`src/rtl/core/assert_macros.svh`:
```
// ============================================================================
// assert_macros.svh
// Assertion macros shared by the RTL of the segment frame rotation core.
// ============================================================================
`ifndef ASSERT_MACROS_SVH
`define ASSERT_MACROS_SVH

// Same-cycle implication, checked at every rising edge outside reset.
`define SFR_ASSERT_NOW(lbl, ante, cons) \
    lbl: assert property (@(posedge clk) disable iff (!rst_n) (ante) |-> (cons)) \
        else $error("sfr: assertion failed");

// Next-cycle implication, checked at every rising edge outside reset.
`define SFR_ASSERT_NEXT(lbl, ante, cons) \
    lbl: assert property (@(posedge clk) disable iff (!rst_n) (ante) |=> (cons)) \
        else $error("sfr: assertion failed");

`endif

```
`src/rtl/core/sfr_div.sv`:
```
// ============================================================================
// sfr_div
// Pipelined unsigned divider, one quotient bit per stage, rounding half up
// and saturating the quotient to all ones when it does not fit.
// ============================================================================
module sfr_div #(
    parameter int NW = 62,
    parameter int DW = 32,
    parameter int QW = 32
) (
    input  logic          clk,
    input  logic          ce,
    input  logic [NW-1:0] num,
    input  logic [DW-1:0] den,
    output logic [QW-1:0] quo
);

    localparam int XW = (NW + 1 > QW + DW) ? NW + 1 : QW + DW;

    logic [XW-1:0] nx;
    logic          sat_in;

    logic [DW-1:0] rem_reg [0:QW];
    logic [QW-1:0] low_reg [0:QW-1];
    logic [QW-1:0] quo_reg [0:QW];
    logic [DW-1:0] den_reg [0:QW-1];
    logic          sat_reg [0:QW];

    // Adding half the divisor up front turns the truncating division into
    // a rounding one.
    assign nx     = XW'(num) + XW'(den >> 1);
    assign sat_in = nx[XW-1:QW] >= (XW-QW)'(den);

    always_ff @(posedge clk)
    begin
        if (ce)
        begin
            rem_reg[0] <= nx[QW+DW-1:QW];
            low_reg[0] <= nx[QW-1:0];
            quo_reg[0] <= '0;
            den_reg[0] <= den;
            sat_reg[0] <= sat_in;
        end
    end

    for (genvar j = 1; j <= QW; j++)
    begin : g_step
        logic [DW:0] t;
        logic        ge;

        assign t  = {rem_reg[j-1], low_reg[j-1][QW-1]};
        assign ge = t >= {1'b0, den_reg[j-1]};

        always_ff @(posedge clk)
        begin
            if (ce)
            begin
                rem_reg[j] <= ge ? DW'(t - {1'b0, den_reg[j-1]}) : t[DW-1:0];
                quo_reg[j] <= {quo_reg[j-1][QW-2:0], ge};
                sat_reg[j] <= sat_reg[j-1];
            end
        end

        if (j < QW)
        begin : g_carry
            always_ff @(posedge clk)
            begin
                if (ce)
                begin
                    low_reg[j] <= low_reg[j-1] << 1;
                    den_reg[j] <= den_reg[j-1];
                end
            end
        end
    end

    assign quo = sat_reg[QW] ? '1 : quo_reg[QW];

endmodule

```
`config.mk`:
```
export PLATFORM = sky130hd
export DESIGN_NAME = sfr_div
export DESIGN_NICKNAME = d
export VERILOG_FILES = /design/src/rtl/core/assert_macros.svh /design/src/rtl/core/sfr_div.sv
export SDC_FILE = /design/constraint.sdc
export NUM_CORES = 2
export LEC_CHECK = 0
export BUFFER_PORTS_ARGS = -buffer_cell sky130_fd_sc_hd__buf_2
export CAP_MARGIN = 20
export CORE_ASPECT_RATIO = 1.1
export CORE_MARGIN = 1.5
export CORE_UTILIZATION = 55
export CTS_CLUSTER_SIZE = 25
export DETAILED_ROUTE_END_ITERATION = 6
export GPL_ROUTABILITY_DRIVEN = 0
export PLACE_DENSITY = 0.71
export SETUP_SLACK_MARGIN = 0.4
export SLEW_MARGIN = 40
export SYNTH_ARGS = -nofsm -noshare
export SYNTH_HDL_FRONTEND = slang
export SYNTH_MEMORY_MAX_BITS = 65536
export SYNTH_SLANG_ARGS = --single-unit
```
`constraint.sdc`:
```
create_clock -name clk -period 6.5 [get_ports clk]
set_input_delay 0.65 -clock clk [delete_from_list [all_inputs] [get_ports clk]]
set_output_delay 0.65 -clock clk [all_outputs]
set_load 0.005 [all_outputs]
```
==> results.md <==
- DRT Pass-1 Iters: 7
- Clock Pin Slew Worst Setup and Hold Paths: about 0.060 ns
- Pins Over Slew Limit: 0
- Critical path class: input pin to flop
- Post-synth EDFFs: 3136
- Top cells by count, synth: edfxtp_1, inv_1, ha_1
- Most used routing layer in global routing: met2
- P_leak: a little over 70 nW
- CP startpoint kind: input pin
- Post-cts sizing count: 0
- Top FF cell, synth: edfxtp_1
- I/O Buffers: roughly 130
- H-tree depth: 5
- Share of post-route cells with drive strength above 1: ~9%
- Synth Area per Inst: 12.1 sq um
- Post-CTS Hold Fix Bufs: 33
- Initial Util: a little under three fifths
- Status: finished with violations
- Mux share of post-synthesis cell area: 3.36%
- Crit. End Element: flop
- Overflow after GRT: 0
- Area share of the largest cell type after synthesis: about three fifths
- Most common cell in the synthesized netlist: edfxtp_1
- Clock skew: between 0.05 and 0.06 ns
- Synthesized Nets: around 15k
- Failing checks: design-rule violations
- Initial antenna violation count: 17
- Min setup slack post-route: between 1 and 1.5 ns
- Ranking of synthesized cells by area: edfxtp_1, ha_1, a21oi_1
- Multi-input logic area: between 60000 and 70000 sq um
- TritonCTS Buffers: between 300 and 400
- Slew of the pin with the lowest slew margin: 0.907 ns
- Synth area leader: edfxtp_1
- Final setup vio count: 0
- First-pass GRT wire length: 585000 microns
- Max-Cap Viols: 0
- Fin crit period: 5.48 ns
- Core ar.: about 300000 sq um
- CTS tree: done
- DRC: 12
- Mapped cell area: ~160000 sq um
- Met3 Usage GRT: approximately 3.7%
- Total chip power: between 80 and 90 mW
- Ys Warns: 0
- RSZ-0062 raised after global routing: no
- Vias per cell: ~6.0
- Die width: 520 microns
- Largest family of logic cells by synthesized area: compound AO/OA/AOI/OAI gates
- Clock Latency Late Sink: 0.94 ns
- Fillers: between 20k and 25k
- Netlist cell types: slightly below 90
- Die area: around 300000 sq um
- Count of state elements after synthesis: 3136
- Worst Path Arrival: around 6.2 ns
- Cells after DPL: 17.1k
- Crit share post-route: between 80% and 90%
- Layout Cells excl Fill: about 18k
- CP max FO: 9
- Post-Synth XOR/XNOR Area: 4.76%
- Max-slew headroom: between 30% and 40%
- Clock Tree Buf Depth: 4
- PD cells: between 400 and 500 nW/um^2
- Final hold vios: 0
- Clk root buf: clkbuf_16
- Via Count: 106k
- Iter 0 DRT Violations: between 8k and 9k
- Total wire length: 381000 microns
- Clock sink total: roughly 3.1k
- Worst VDD drop: between 0.3 and 0.4 mV
- Cells after Synth: between 10k and 15k
- Detailed placer's ending HPWL: around 280000 microns
- Max reg flops: ~1k
- Post-route ant nets: 0
- Synth Area in Simple Gates: 8.10%
- Nets: 14.9k
- HP Class: input pin to flop
- DR WL/cell: between 20 and 25 microns
- Post-placement worst setup slack: ~0.7 ns
- Register area: between 90000 and 100000 sq um
- Total GRT Usage: roughly a quarter
- Post-CTS Setup Inserts: 0
- Boundary Pins: between 100 and 150
- Rows: roughly 210
- Max Clock Freq: 183 MHz
- Met2 GRT Util: between 40% and 50%
- Largest net degree at the start of global routing: approximately 150
- GR Util met1: 26.1%
- Async SR Flop Fraction: 0%
- Post-synthesis sequential area ratio: between 50% and 60%
- Complex-gate fraction of the synthesized area: approximately 13%
- Post-synthesis adder-cell area fraction: between 8 and 9%
- Syn-to-layout area delta: 10.7%
- Setup TNS: 0 ns
- Required time worst endpoint: between 7 and 8 ns
- Hold_ws: approximately 0.077 ns
- Die Ht: between 500 and 600 microns
- Vias in the first global route: between 100k and 150k
report_power, final:
part	leakage, nW	switching, mW	internal [mW]	total, mW
combinational	35.9	21.8	16.4	38.2
sequential	30.7	2.83	29.1	31.9
clock	5.33	8.06	11.2	19.2
total	71.9	32.7	56.7	89.3
critical path, stage by stage:
cell	delay, ns
dlygate4sd3_1	0.52
buf_2	0.13
ha_1	0.21
fa_1	0.24
a21o_1	0.15
a2111oi_0	0.13
o21bai_1	0.34
nand2_1	0.13
a211oi_1	0.31
o211ai_1	0.18
a31oi_1	0.30
nor3b_1	0.45
and2_1	0.47
nand3_1	0.16
xnor2_1	0.24
ha_1	0.30
a21o_1	0.18
a21oi_1	0.17
nor2b_1	0.07
o21ai_0	0.16
nand2_1	0.07
a21o_1	0.18
a21oi_1	0.16
o32a_1	0.18
o21ai_0	0.08
layer usage:
metal  wire, microns  vias to the layer above
li1                -                    49700
met1          133000                    51300
met2          194000                     3825
met3           19200                     1347
met4           33500                        8
met5             276                        -
per-stage QoR:
stage / cell area (sq um) / utilization, %
final: 179000 / 61.3
after global routing: 179000 / 61.3
after CTS: 179000 / 61.2
after detailed placement: 167000 / 57.2
after global placement: 167000 / 57.2
after floorplan: 162000 / -
cells by family after synthesis:
kind of cell             count (synthesis)
multiplexers                           479
XOR/XNOR                               879
AND/OR/NAND/NOR                       2747
buffers and inverters                 1612
adder cells (fa/ha/maj)               1118
AO/OA/AOI/OAI                         3358
flip-flops                            3136
cells in the final DEF, fill, tap and decap left out, drive strengths merged, types with 132 or more instances in the layout:
cell type / Yosys / routed
nand3: 200 / 200
clkinv: 1 / 134
clkbuf: 239 / 405
a21o: 518 / 518
nand4: 168 / 168
nor2: 653 / 653
xnor2: 541 / 541
nand2: 916 / 916
a21oi: 1014 / 1014
o21ai: 885 / 885
edfxtp: 3136 / 3136
nand2b: 166 / 166
mux2: 436 / 436
xor2: 338 / 338
ha: 1086 / 1086
inv: 1319 / 1331
nor2b: 159 / 159
buf: 53 / 228
o21a: 132 / 132
cell type report:
cell class | instances | share of cell area [%]
Antenna cell | 30 | 0.0420
Clock buffer | 405 | 4.93
Clock inverter | 204 | 1.28
Inverter | 1320 | 2.77
Multi-Input combinational cell | 8581 | 34.4
Sequential cell | 3136 | 52.6
Tap cell | 3885 | 2.72
Timing Repair Buffer | 261 | 1.23
path summary, 6_finish.rpt:
check,from,end,slack [ns],cells after the start
worst max-delay path,den[1],sat_reg[0][0],1.02,25
worst max register to register,den_reg[2][225],rem_reg[0][779],1.60,13
worst min register to register,low_reg[0][470],low_reg[0][503],0.40,0
worst min-delay path,num[35],rem_reg[0][3],0.08,2
No activity file was read; power rests on OpenSTA's default activity.
